==> config.mk <==
export PLATFORM = sky130hd
export DESIGN_NAME = bmpru_queue
export DESIGN_NICKNAME = d
export VERILOG_FILES = /design/src/sv/bmpru_pkg.sv /design/src/sv/bmpru_queue.sv
export VERILOG_INCLUDE_DIRS = /design/src /design/src/sv
export SDC_FILE = /design/constraint.sdc
export NUM_CORES = 1
export LEC_CHECK = 0
export BUFFER_PORTS_ARGS = -buffer_cell sky130_fd_sc_hd__buf_4
export CAP_MARGIN = 20
export CORE_ASPECT_RATIO = 0.5
export CORE_UTILIZATION = 55
export CTS_BUF_LIST = sky130_fd_sc_hd__clkbuf_4
export CTS_CLUSTER_DIAMETER = 50
export CTS_CLUSTER_SIZE = 30
export DETAILED_ROUTE_END_ITERATION = 16
export GPL_TIMING_DRIVEN = 1
export PLACE_DENSITY_LB_ADDON = 0.08
export SYNTH_ARGS = -nofsm -noshare
export SYNTH_HDL_FRONTEND = slang
export SYNTH_SLANG_ARGS = --single-unit
==> constraint.sdc <==
create_clock -name clock -period 7.5 [get_ports clock]
set_clock_uncertainty 0.2 [all_clocks]
set_input_delay 1.125 -clock clock [delete_from_list [all_inputs] [get_ports clock]]
set_output_delay 1.125 -clock clock [all_outputs]
set_load 0.02 [all_outputs]
==> src/sv/bmp_row_pixel_unpacker_unit_defines.svh <==
// Assertion macros shared by the bitmap row unpacker modules.
`ifndef BMP_ROW_PIXEL_UNPACKER_UNIT_DEFINES_SVH
`define BMP_ROW_PIXEL_UNPACKER_UNIT_DEFINES_SVH

`ifndef NO_ASSERTIONS
// Same-cycle implication, disabled during reset.
`define BMPRU_ASSERT(label, clk, rst, ante, cons) \
   label: assert property (@(posedge clk) disable iff (rst) (ante) |-> (cons)) \
      else $error("bmpru assertion failed");
// Next-cycle implication, disabled during reset.
`define BMPRU_ASSERT_NEXT(label, clk, rst, ante, cons) \
   label: assert property (@(posedge clk) disable iff (rst) (ante) |=> (cons)) \
      else $error("bmpru assertion failed");
`else
`define BMPRU_ASSERT(label, clk, rst, ante, cons)
`define BMPRU_ASSERT_NEXT(label, clk, rst, ante, cons)
`endif

`endif

==> src/sv/bmpru_pkg.sv <==
// Types, codes and helpers shared by the bitmap row unpacker modules.
package bmpru_pkg;

   // Default sizing
   localparam int BMPRU_MAX_WIDTH        = 1024;
   localparam int BMPRU_MAX_HEIGHT       = 1024;
   localparam int BMPRU_SCALE_LIMIT      = 33;
   localparam int BMPRU_PALETTE_ENTRIES  = 256;
   localparam int BMPRU_QUEUE_DEPTH      = 4;

   // Input word kinds
   localparam logic [1:0] KIND_PALETTE = 2'd0;
   localparam logic [1:0] KIND_PIXEL   = 2'd1;
   localparam logic [1:0] KIND_START   = 2'd2;

   // Depth codes
   localparam logic [1:0] DEPTH_1BPP  = 2'd0;
   localparam logic [1:0] DEPTH_4BPP  = 2'd1;
   localparam logic [1:0] DEPTH_8BPP  = 2'd2;
   localparam logic [1:0] DEPTH_24BPP = 2'd3;

   // Register indexes
   localparam logic [1:0] CSR_DEPTH  = 2'd0;
   localparam logic [1:0] CSR_WIDTH  = 2'd1;
   localparam logic [1:0] CSR_HEIGHT = 2'd2;
   localparam logic [1:0] CSR_DOUBLE = 2'd3;

   // One word of work handed from the front end to the back end
   typedef struct packed {
      logic        is_pal;     // palette write, else pixel byte
      logic [7:0]  pal_index;
      logic [23:0] pal_color;
      logic [15:0] data;       // index byte in [7:0], or ready RGB565 for 24 bpp
      logic [1:0]  depth;
      logic [10:0] col;        // first source column of this byte
      logic [3:0]  cnt;        // source pixels to send, 1..8
      logic [9:0]  row;
      logic        dbl;
      logic        row_end;    // last pixel of this word closes the row
      logic        last_row;
   } job_type;

   function automatic logic [15:0] to565(input logic [7:0] r, input logic [7:0] g,
                                          input logic [7:0] b);
      return {r[7:3], g[7:2], b[7:3]};
   endfunction

endpackage

==> src/sv/bmpru_queue.sv <==
// Short queue of work words between the front end and the back end.
`include "bmp_row_pixel_unpacker_unit_defines.svh"
module bmpru_queue
   import bmpru_pkg::*;
#(
   parameter int DEPTH = BMPRU_QUEUE_DEPTH
) (
   input  logic    clock,
   input  logic    reset,
   input  logic    push,
   input  job_type push_job,
   output logic    full,
   output logic    not_empty,
   input  logic    pop,
   output job_type head_job
);

   localparam int PtrW = (DEPTH > 1) ? $clog2(DEPTH) : 1;
   localparam int CntW = $clog2(DEPTH + 1);

   job_type         slot_ff [DEPTH];
   logic [PtrW-1:0] wr_ptr_ff, wr_ptr_in, rd_ptr_ff, rd_ptr_in;
   logic [CntW-1:0] count_ff, count_in;

   assign full      = (count_ff == CntW'(DEPTH));
   assign not_empty = (count_ff != '0);
   assign head_job  = slot_ff[rd_ptr_ff];

   // Pointer and fill tracking
   always_comb begin
      wr_ptr_in = wr_ptr_ff;
      rd_ptr_in = rd_ptr_ff;
      count_in  = count_ff;
      if (push) wr_ptr_in = (wr_ptr_ff == PtrW'(DEPTH - 1)) ? '0 : wr_ptr_ff + 1'b1;
      if (pop)  rd_ptr_in = (rd_ptr_ff == PtrW'(DEPTH - 1)) ? '0 : rd_ptr_ff + 1'b1;
      if (push && !pop)      count_in = count_ff + 1'b1;
      else if (pop && !push) count_in = count_ff - 1'b1;
   end

   always_ff @(posedge clock) begin
      if (reset) begin
         wr_ptr_ff <= '0;
         rd_ptr_ff <= '0;
         count_ff  <= '0;
      end else begin
         wr_ptr_ff <= wr_ptr_in;
         rd_ptr_ff <= rd_ptr_in;
         count_ff  <= count_in;
      end
   end

   // Storage
   always_ff @(posedge clock) begin
      if (push) slot_ff[wr_ptr_ff] <= push_job;
   end

   `BMPRU_ASSERT(a_no_push_full, clock, reset, push, !full)
   `BMPRU_ASSERT(a_no_pop_empty, clock, reset, pop, not_empty)
   `BMPRU_ASSERT_NEXT(a_fill_up, clock, reset, push && !pop, count_ff == $past(count_ff) + 1'b1)

endmodule

==> impl_metrics.ini <==
[status]
status = completed

[placement]
routabilityCongestion = 0.724
dp_hpwl_microns = 11900
place_inst = 881
io_buffers = 163

[drt]
first_iter_violations = 292
drcViolationCount = 0
vias = 5101
ant_nets = 0
wl_microns = 20100
avgRoutedWirePerCell_microns = 22.1
via_per_inst = 5.62
dr.pass1.iters = 4

[timing]
tightest_slew_ns = 0.944
period_share_pct = 61.0
hold_viol_final = 0
setup_viol = 0
fmax_ghz = 0.218
maxSlewHeadroom_pct = 37.1
rsz0062_at_grt = false
fin_crit_ns = 4.58
setup_tns_ns = 0
maxSlewViolCount = 0

[synthesis]
synth_adder_area_share_pct = 0.804
synth_mux_area_share_pct = 15.4
synth.avg_cell_area_sq_um = 25.9
syn-instance-count = 457
synth_xor_area_share_pct = 0.148
ys_ff_latch = 325
yosys.area_share.simple_pct = 0.667
synth_top_family_by_area = multiplexers
synth_nets = 547
yosysWarnings = 0
syn-cell-area_sq_um = 11800
synth_compound_area_share_pct = 0.127
yosysUniqueCellTypes = 20
synth.area.top_cells = edfxtp_1 80%, mux4_2 15%, dfxtp_1 1.5%
synth_top_cell_by_area = edfxtp_1
synth_top_area_share_pct = 80.2
ys_seq_area_share_pct = 81.8

[cts]
cts_buffer_depth = 3
cts_setup_buffers = 0
h-tree-depth = 1
post_cts_resized = 0
root_buffer = clkbuf_4
cts_tree = yes
path_clk_slew_ns = 0.27
cts.sinks = 325
ctsHoldBuffers = 0
cts_made_buffers = 16
clock_latency_ns = 0.70

[finish]
syn2layout_area_growth_pct = 14.6
drive_above_1_share_pct = 44.1
final_cell_mix = 316 x edfxtp_1, 169 x buf_4, 79 x mux4_2
stdcell_count = 908
final_common_cell = edfxtp_1
n_fill_cell = 1382
nNetsFinal = 716
n_antenna_cell = 0

[floorplanning]
die_area_sq_um = 22100
dieHeight_microns = 106
die_w_microns = 209
rows = 37
design.portCount = 164
start_util_pct = 56.9
coreArea_sq_um = 20800

[global_route]
grt_pass1_vias = 5322
grt_max_degree = 63
overflow = 0
grt_pass1_wl_microns = 30800
antenna_found_initial = 0
track_usage_pct = 18.7

[worst_setup_path]
cp_data_required_time_ns = 6.17
critPathKind = register to output pin
worstPathCellList = buf_4, mux4_2, buf_4
slowest_stage = dfxtp_4
r2r-start = wr_ptr_ff[0]
cpMostUsedCell = buf_4
crit_arrival_ns = 3.25
critPathLaunchType = register
cp_max_fo = 44
cpPeakStageDelay_ns = 1.02
endpoint_kind = output pin

[worst_hold_path]
worstHoldStart = count_ff[2]
worstHoldPathType = register to register

[flow_run]
cap_violations = 0

[pwr]
p_leak_uw = 0.00449
powerDensity_nw_per_um2 = 234
vdd.ir_drop.worst_v = 0.000172
==> power breakdown <==
| group | internal, uW | switching (uW) | leakage [uW] |
|---|---|---|---|
| Clock | 132 | 524 | 0.000117 |
| Combinational | 192 | 214 | 0.00139 |
| Sequential | 2080 | 33.3 | 0.00298 |
==> routing by layer <==
| layer | share of wire (%) | track usage (%) |
|---|---|---|
| met2 | 51 | 31.3 |
| met3 | 5.0 | 4.05 |
| met5 | 0 | 0 |
| met1 | 43 | 26.3 |
| met4 | 1.1 | 2.99 |
==> layout make-up <==
class | count | area (sq um) | area share, %
clock buffer | 17 | 128 | 0.942
clock inverter | 10 | 87.6 | 0.646
inverter | 4 | 15.0 | 0.111
multi-input combinational | 110 | 2040 | 15.0
sequential | 325 | 9680 | 71.4
tap | 273 | 342 | 2.52
timing repair buffer | 169 | 1270 | 9.36
==> critical path: cells and delay by family (launching register included) <==
family / cells / cell delay [ns]
buf+inv: 2 / 0.89
flops: 1 / 1.02
mux: 1 / 0.63
==> path summary, 6_finish.rpt <==
path                          to  slack [ns]  cells after the start
setup / recovery    head_job[70]        2.92                      3
hold / removal       count_ff[2]        0.32                      2
setup reg to reg  slot_ff[3][71]        5.10                      3
hold reg to reg      count_ff[2]        0.32                      2
==> state kept, by name, indices dropped and copies added (netlist names), named ones only <==
register,flops
count_ff,3
wr_ptr_ff,2
slot_ff,316
rd_ptr_ff,2
==> Yosys cell counts (all sizes together) <==
master / instances
a21oi: 2
and2: 4
buf: 12
clkbuf: 6
dfxtp: 9
edfxtp: 316
fa: 1
ha: 6
inv: 4
mux2i: 4
mux4: 79
nor2: 7
nor3b: 2
o21ai: 1
or3: 2
xor2: 2
==> metrics by stage <==
stage	utilization (%)	hold WS, ns	area [sq um]	setup WS [ns]	total power [uW]
2_1_floorplan	-	0.255	11800	3.89	2380
3_3_place_gp	64.2	0.273	13300	3.52	2560
3_5_place_dp	64.2	0.290	13300	3.51	2570
4_1_cts	65.2	0.321	13600	2.70	3210
5_1_grt	65.2	0.311	13600	2.54	3300
6_report	65.2	0.321	13600	2.92	3170
==> cell families after synthesis <==
family / Yosys count
buffers and inverters: 22
XOR/XNOR: 2
AO/OA/AOI/OAI: 3
AND/OR/NAND/NOR: 15
flip-flops: 325
multiplexers: 83
adder cells (fa/ha/maj): 7
Note: power is estimated with default switching activity, not from simulation.
