$ cat config.mk
export PLATFORM = sky130hd
export DESIGN_NAME = bmpru_front
export DESIGN_NICKNAME = d
export VERILOG_FILES = /design/src/sv/bmp_row_pixel_unpacker_unit_defines.svh /design/src/sv/bmpru_pkg.sv /design/src/sv/bmpru_front.sv
export SDC_FILE = /design/constraint.sdc
export NUM_CORES = 1
export LEC_CHECK = 0
export BUFFER_PORTS_ARGS = -buffer_cell sky130_fd_sc_hd__buf_2
export CORE_MARGIN = 2
export CORE_UTILIZATION = 43
export DETAILED_ROUTE_END_ITERATION = 16
export SYNTH_ARGS = -nofsm -noshare
export SYNTH_HDL_FRONTEND = slang
export SYNTH_SLANG_ARGS = --single-unit
$ cat constraint.sdc
create_clock -name clock -period 8.75 [get_ports clock]
set_input_delay 1.3125 -clock clock [delete_from_list [all_inputs] [get_ports clock]]
set_output_delay 1.3125 -clock clock [all_outputs]
set_load 0.005 [all_outputs]
$ cat src/sv/bmp_row_pixel_unpacker_unit_defines.svh
// Assertion macros shared by the bitmap row unpacker modules.
`ifndef BMP_ROW_PIXEL_UNPACKER_UNIT_DEFINES_SVH
`define BMP_ROW_PIXEL_UNPACKER_UNIT_DEFINES_SVH

`ifndef NO_ASSERTIONS
// Same-cycle implication, disabled during reset.
`define BMPRU_ASSERT(label, clk, rst, ante, cons) \
   label: assert property (@(posedge clk) disable iff (rst) (ante) |-> (cons)) \
      else $error("bmpru assertion failed");
// Next-cycle implication, disabled during reset.
`define BMPRU_ASSERT_NEXT(label, clk, rst, ante, cons) \
   label: assert property (@(posedge clk) disable iff (rst) (ante) |=> (cons)) \
      else $error("bmpru assertion failed");
`else
`define BMPRU_ASSERT(label, clk, rst, ante, cons)
`define BMPRU_ASSERT_NEXT(label, clk, rst, ante, cons)
`endif

`endif

$ cat src/sv/bmpru_pkg.sv
// Types, codes and helpers shared by the bitmap row unpacker modules.
package bmpru_pkg;

   // Default sizing
   localparam int BMPRU_MAX_WIDTH        = 1024;
   localparam int BMPRU_MAX_HEIGHT       = 1024;
   localparam int BMPRU_SCALE_LIMIT      = 33;
   localparam int BMPRU_PALETTE_ENTRIES  = 256;
   localparam int BMPRU_QUEUE_DEPTH      = 4;

   // Input word kinds
   localparam logic [1:0] KIND_PALETTE = 2'd0;
   localparam logic [1:0] KIND_PIXEL   = 2'd1;
   localparam logic [1:0] KIND_START   = 2'd2;

   // Depth codes
   localparam logic [1:0] DEPTH_1BPP  = 2'd0;
   localparam logic [1:0] DEPTH_4BPP  = 2'd1;
   localparam logic [1:0] DEPTH_8BPP  = 2'd2;
   localparam logic [1:0] DEPTH_24BPP = 2'd3;

   // Register indexes
   localparam logic [1:0] CSR_DEPTH  = 2'd0;
   localparam logic [1:0] CSR_WIDTH  = 2'd1;
   localparam logic [1:0] CSR_HEIGHT = 2'd2;
   localparam logic [1:0] CSR_DOUBLE = 2'd3;

   // One word of work handed from the front end to the back end
   typedef struct packed {
      logic        is_pal;     // palette write, else pixel byte
      logic [7:0]  pal_index;
      logic [23:0] pal_color;
      logic [15:0] data;       // index byte in [7:0], or ready RGB565 for 24 bpp
      logic [1:0]  depth;
      logic [10:0] col;        // first source column of this byte
      logic [3:0]  cnt;        // source pixels to send, 1..8
      logic [9:0]  row;
      logic        dbl;
      logic        row_end;    // last pixel of this word closes the row
      logic        last_row;
   } job_type;

   function automatic logic [15:0] to565(input logic [7:0] r, input logic [7:0] g,
                                          input logic [7:0] b);
      return {r[7:3], g[7:2], b[7:3]};
   endfunction

endpackage

$ cat src/sv/bmpru_front.sv
// Front end: registers, row and column tracking, classification into work words.
module bmpru_front
   import bmpru_pkg::*;
#(
   parameter int MAX_WIDTH         = BMPRU_MAX_WIDTH,
   parameter int MAX_HEIGHT        = BMPRU_MAX_HEIGHT,
   parameter int SCALE_WIDTH_LIMIT = BMPRU_SCALE_LIMIT
) (
   input  logic        clock,
   input  logic        reset,
   input  logic        csr_we,
   input  logic [1:0]  csr_addr,
   input  logic [10:0] csr_wdata,
   input  logic        req_valid,
   output logic        req_ready,
   input  logic [1:0]  req_kind,
   input  logic [7:0]  req_palette_index,
   input  logic [23:0] req_palette_color,
   input  logic [7:0]  req_data_byte,
   input  logic        q_full,
   output logic        push,
   output job_type     push_job
);

   localparam logic [11:0] MaxW     = (MAX_WIDTH > 2047) ? 12'd2047 : 12'(MAX_WIDTH);
   localparam logic [11:0] MaxH     = (MAX_HEIGHT > 2047) ? 12'd2047 : 12'(MAX_HEIGHT);
   localparam logic [11:0] ScaleLim = 12'(SCALE_WIDTH_LIMIT);

   logic [1:0]  depth_ff;
   logic [10:0] width_ff, height_ff;
   logic        double_ff;
   logic [10:0] col_ff, col_in;
   logic [12:0] rbc_ff, rbc_in;
   logic [10:0] row_ff, row_in;
   logic [1:0]  phase_ff, phase_in;
   logic [15:0] held_ff, held_in;

   logic [10:0] w_eff, h_eff, avail, col_next;
   logic        dbl_eff, active, col_lt_w, accept, row_done;
   logic [15:0] bits_w;
   logic [16:0] bits_w_rnd;
   logic [13:0] line_len, rbc_inc;
   logic [3:0]  npix, cnt;

   // Configuration registers
   always_ff @(posedge clock) begin
      if (reset) begin
         depth_ff  <= DEPTH_24BPP;
         width_ff  <= 11'd1;
         height_ff <= 11'd1;
         double_ff <= 1'b0;
      end else if (csr_we) begin
         case (csr_addr)
            CSR_DEPTH:  depth_ff  <= csr_wdata[1:0];
            CSR_WIDTH:  width_ff  <= csr_wdata;
            CSR_HEIGHT: height_ff <= csr_wdata;
            CSR_DOUBLE: double_ff <= csr_wdata[0];
            default:    ;
         endcase
      end
   end

   // Saturated dimensions and doubling
   always_comb begin
      if (width_ff == 11'd0)            w_eff = 11'd1;
      else if ({1'b0, width_ff} > MaxW) w_eff = MaxW[10:0];
      else                              w_eff = width_ff;
      if (height_ff == 11'd0)            h_eff = 11'd1;
      else if ({1'b0, height_ff} > MaxH) h_eff = MaxH[10:0];
      else                               h_eff = height_ff;
      dbl_eff = double_ff && ({1'b0, w_eff} <= ScaleLim);
   end

   // Row length in bytes, padded to 32 bits
   always_comb begin
      case (depth_ff)
         DEPTH_1BPP: bits_w = {5'd0, w_eff};
         DEPTH_4BPP: bits_w = {3'd0, w_eff, 2'd0};
         DEPTH_8BPP: bits_w = {2'd0, w_eff, 3'd0};
         default:    bits_w = {1'd0, w_eff, 4'd0} + {2'd0, w_eff, 3'd0};
      endcase
      bits_w_rnd = {1'b0, bits_w} + 17'd31;
      line_len   = {bits_w_rnd[16:5], 2'b00};
   end

   // Pixels carried by this byte, cut at the row width
   always_comb begin
      col_lt_w = col_ff < w_eff;
      avail    = col_lt_w ? (w_eff - col_ff) : 11'd0;
      case (depth_ff)
         DEPTH_1BPP: npix = 4'd8;
         DEPTH_4BPP: npix = 4'd2;
         DEPTH_8BPP: npix = 4'd1;
         default:    npix = (col_lt_w && phase_ff == 2'd2) ? 4'd1 : 4'd0;
      endcase
      cnt      = ({7'd0, npix} <= avail) ? npix : avail[3:0];
      col_next = col_ff + {7'd0, cnt};
      active   = row_ff < h_eff;
      rbc_inc  = {1'b0, rbc_ff} + 14'd1;
      row_done = rbc_inc >= line_len;
   end

   assign req_ready = !q_full;
   assign accept    = req_valid && req_ready;

   // Work word for the back end
   always_comb begin
      push_job.is_pal    = (req_kind == KIND_PALETTE);
      push_job.pal_index = req_palette_index;
      push_job.pal_color = req_palette_color;
      push_job.data      = (depth_ff == DEPTH_24BPP) ?
                           to565(req_data_byte, held_ff[15:8], held_ff[7:0]) :
                           {8'd0, req_data_byte};
      push_job.depth     = depth_ff;
      push_job.col       = col_ff;
      push_job.cnt       = cnt;
      push_job.row       = row_ff[9:0];
      push_job.dbl       = dbl_eff;
      push_job.row_end   = (col_next == w_eff);
      push_job.last_row  = (row_ff == h_eff - 11'd1);
      push = accept && ((req_kind == KIND_PALETTE) ||
                        (req_kind == KIND_PIXEL && active && cnt != 4'd0));
   end

   // Progress state update
   always_comb begin
      col_in   = col_ff;
      rbc_in   = rbc_ff;
      row_in   = row_ff;
      phase_in = phase_ff;
      held_in  = held_ff;
      if (accept) begin
         case (req_kind)
            KIND_START: begin
               col_in   = 11'd0;
               rbc_in   = 13'd0;
               row_in   = 11'd0;
               phase_in = 2'd0;
               held_in  = 16'd0;
            end
            KIND_PIXEL: begin
               if (active) begin
                  col_in = col_next;
                  if (depth_ff == DEPTH_24BPP && col_lt_w) begin
                     case (phase_ff)
                        2'd0: begin
                           held_in  = {8'd0, req_data_byte};
                           phase_in = 2'd1;
                        end
                        2'd1: begin
                           held_in  = {req_data_byte, held_ff[7:0]};
                           phase_in = 2'd2;
                        end
                        default: phase_in = 2'd0;
                     endcase
                  end
                  if (row_done) begin
                     rbc_in   = 13'd0;
                     col_in   = 11'd0;
                     phase_in = 2'd0;
                     row_in   = row_ff + 11'd1;
                  end else begin
                     rbc_in = rbc_inc[12:0];
                  end
               end
            end
            default: ;
         endcase
      end
   end

   always_ff @(posedge clock) begin
      if (reset) begin
         col_ff   <= 11'd0;
         rbc_ff   <= 13'd0;
         row_ff   <= 11'd0;
         phase_ff <= 2'd0;
         held_ff  <= 16'd0;
      end else begin
         col_ff   <= col_in;
         rbc_ff   <= rbc_in;
         row_ff   <= row_in;
         phase_ff <= phase_in;
         held_ff  <= held_in;
      end
   end

endmodule

==> flow_summary_export.csv <==
group,metric,value,unit
logic_synthesis,yosysMostFrequentCell,"nand2_1",
worst_setup_path,cp.depth,28,
global_route,grt_pass1_wl,31900,um
finish,finish.net_count,1067,
worst_setup_path,critPathBufInv,3,
power,p_leak,0.00336,uW
worst_setup_path,crit_family,"compound AO/OA/AOI/OAI gates",
finish,area_delta_synth_final,7.92,%
finish,n_fill_cell,1696,
clock_tree,cts_sinks,73,
placed_design,globalplace.congestion,0.971,
job,drv_cap,0,
worst_setup_path,crit_fanout,12,
clock_tree,cts_inserted_buffers,9,
sta,fin_skew,0.00733,ns
sta,period_needed,8.29,ns
hold_path,hp-class,"flop to flop",
route,wl_per_cell,17.2,um
finish,antenna_cells,0,
finish,multiInputGateArea,4950,um2
logic_synthesis,synth.area.top_cells,"dfxtp_1 (21%), ha_1 (12%), nand2_1 (6.0%), buf_4 (4.6%), xnor2_1 (4.0%)",
die,core_area,16000,um2
route,dr.pass1.iters,5,
die,dieArea,17500,um2
die,ioPinCount,141,
global_route,grt_start_max_net_pins,37,
logic_synthesis,yosys-top-cells-count,"nand2_1 (114), dfxtp_1 (73), ha_1 (66)",
sta,hold_viol_final,0,
sta,timing.fmax,121,MHz
hold_path,hold-path-cell-count,2,
sta,whs,0.472,ns
worst_setup_path,r2r_cells,20,
clock_tree,clk_latency,0.35,ns
worst_setup_path,path_class,"flop to output port",
worst_setup_path,cp_slowest_cell,"a2111oi_4",
die,die_w,132,um
finish,register_area,1460,um2
worst_setup_path,critPathLaunchType,"flop",
clock_tree,htreeDepth,3,
worst_setup_path,arrival,6.98,ns
sta,setup_viol,0,
die,die_y,132,um
clock_tree,cts_root_buf,"clkbuf_16",
global_route,antenna_found_initial,0,
logic_synthesis,synth_cells,920,
finish,drive_gt1_frac,0.136,
logic_synthesis,ys.flop_type,"dfxtp_1",
logic_synthesis,synth_area,7070,um2
power,power_density,126,nW/um2
global_route,track_usage,0.225,
clock_tree,clockBufferDepth,2,
route,viasPerCell,5.77,
sta,drv_slew,0,
power,fin_total_pwr,961,uW
logic_synthesis,ys_warn_count,0,
finish,final_cell_area,7630,um2
logic_synthesis,ys_ff_latch,73,
clock_tree,postCtsSetupRepairBufs,0,
logic_synthesis,syn_area_per_cell,7.69,um2
finish,utilization,0.477,
logic_synthesis,yosysSeqAreaShare,0.207,
route,first_iter_violations,493,
worst_setup_path,cpMostUsedCell,"ha_1",
logic_synthesis,synth_edf_count,0,
sta,fin_tns_setup,0,ns
sta,rsz0062_at_grt,"no",
status,status,"completed",
sta,maxSlewHeadroom,0.308,
placed_design,place.port_buffers,76,
die,initial_core_util,0.442,
route,drc,0,
logic_synthesis,yosys.cell_types.count,75,
logic_synthesis,mappedNetlistNets,1049,
logic_synthesis,async_reset_ff_frac,0,
clock_tree,path_clk_slew,0.06,ns
worst_setup_path,crit_required,7.44,ns
route,postRouteAntennaNets,0,
worst_setup_path,critPathMaxStageDelay,0.40,ns
worst_setup_path,crit_path_end_kind,"output port",
global_route,gr-total-overflow,0,
die,rows,46,
placed_design,dp_hpwl,15400,um
route,wl,19900,um
logic_synthesis,yosysTopAreaCellShare,0.207,
sta,fin_crit_sh,0.948,
logic_synthesis,post-synth-top-area-cell,"dfxtp_1",
global_route,grt_pass1_vias,6132,
route,num_vias,6691,
clock_tree,cts_tree,"built",
placed_design,placed_cell_area,7330,um2
power,peakVddDrop,94.0,uV
clock_tree,ctsHoldBuffers,0,
sta,tightest_slew,1.04,ns
[power breakdown]
| part | switching (uW) | total, uW | internal, uW |
|---|---|---|---|
| Combinational | 138 | 231 | 93.7 |
| Clock | 162 | 386 | 223 |
| Sequential | 6.69 | 344 | 337 |
| Total | 307 | 961 | 654 |
[timing repair]
item | 4_1_cts | 5_1_grt
resized for setup | 0 | 1
endpoints found under the hold margin | 0 | 0
setup endpoints to repair | 0 | 1
[state kept, by name, summed over array words and instances (netlist names), 2 cells and up]
register and flops:
col_ff 11, height_ff 11, depth_ff 2, rbc_ff 13
row_ff 11, held_ff 11, width_ff 11, phase_ff 2
[path summary, 6_finish.rpt]
kind	from	to	slack [ns]
worst max register to register	width_ff[9]$_SDFFE_PP0P_	col_ff[0]$_SDFFE_PP0P_	2.37
worst min register to register	height_ff[8]$_SDFFE_PP0P_	height_ff[8]$_SDFFE_PP0P_	0.47
worst max-delay path	width_ff[9]$_SDFFE_PP0P_	push_job[1]	0.46
worst min-delay path	height_ff[8]$_SDFFE_PP0P_	height_ff[8]$_SDFFE_PP0P_	0.47
[metal layers]
| metal | vias up | share of wire | track usage |
|---|---|---|---|
| met5 | - | 0 | 0 |
| met1 | 3151 | 0.46 | 0.295 |
| met4 | 0 | 0.035 | 0.0998 |
| li1 | 3290 | - | - |
| met2 | 204 | 0.45 | 0.362 |
| met3 | 46 | 0.058 | 0.0408 |
[worst register-to-register path: cells and delay by family (launching register included)]
family                   cells  cell delay (ns)
AND/OR/NAND/NOR              9             3.10
AO/OA/AOI/OAI                6             1.49
adder cells (fa/ha/maj)      3             0.94
flip-flops                   1             0.38
multiplexers                 1             0.37
buffers and inverters        1             0.05
[area by class of cell]
cell class / instances / area share
Multi-Input combinational cell: 714 / 0.648
Sequential cell: 73 / 0.191
Timing Repair Buffer: 84 / 0.0577
Tap cell: 216 / 0.0354
Clock buffer: 9 / 0.0295
Inverter: 56 / 0.0275
Clock inverter: 7 / 0.0102
[per-stage QoR]
step           setup WS, ns  cells
2_1_floorplan          1.53    920
6_report              0.455   1159
3_5_place_dp          0.907   1143
5_1_grt              0.0553   1159
4_1_cts               0.478   1159
3_3_place_gp           1.14   1143
[placed cells by master, fill, tap and decap left out, types with 21 or more instances in the layout]
cell type / instances
dfxtp_1: 73
nand3_1: 26
nor2_1: 61
o21ai_0: 43
inv_1: 53
mux2i_1: 21
buf_2: 76
ha_1: 66
a21oi_1: 54
nand2_1: 114
xnor2_1: 32
[kinds of logic after synthesis]
group	Yosys count	synth area share
other	1	0.000530
xor gates and xnor gates	53	0.0676
adders and majority gates	69	0.125
DFF	73	0.207
and+or+nand+nor	333	0.236
AOI/OAI and AO/OA	231	0.227
buffers and inverters	133	0.0948
muxes	27	0.0424
Power figures use the tool's default switching activity.
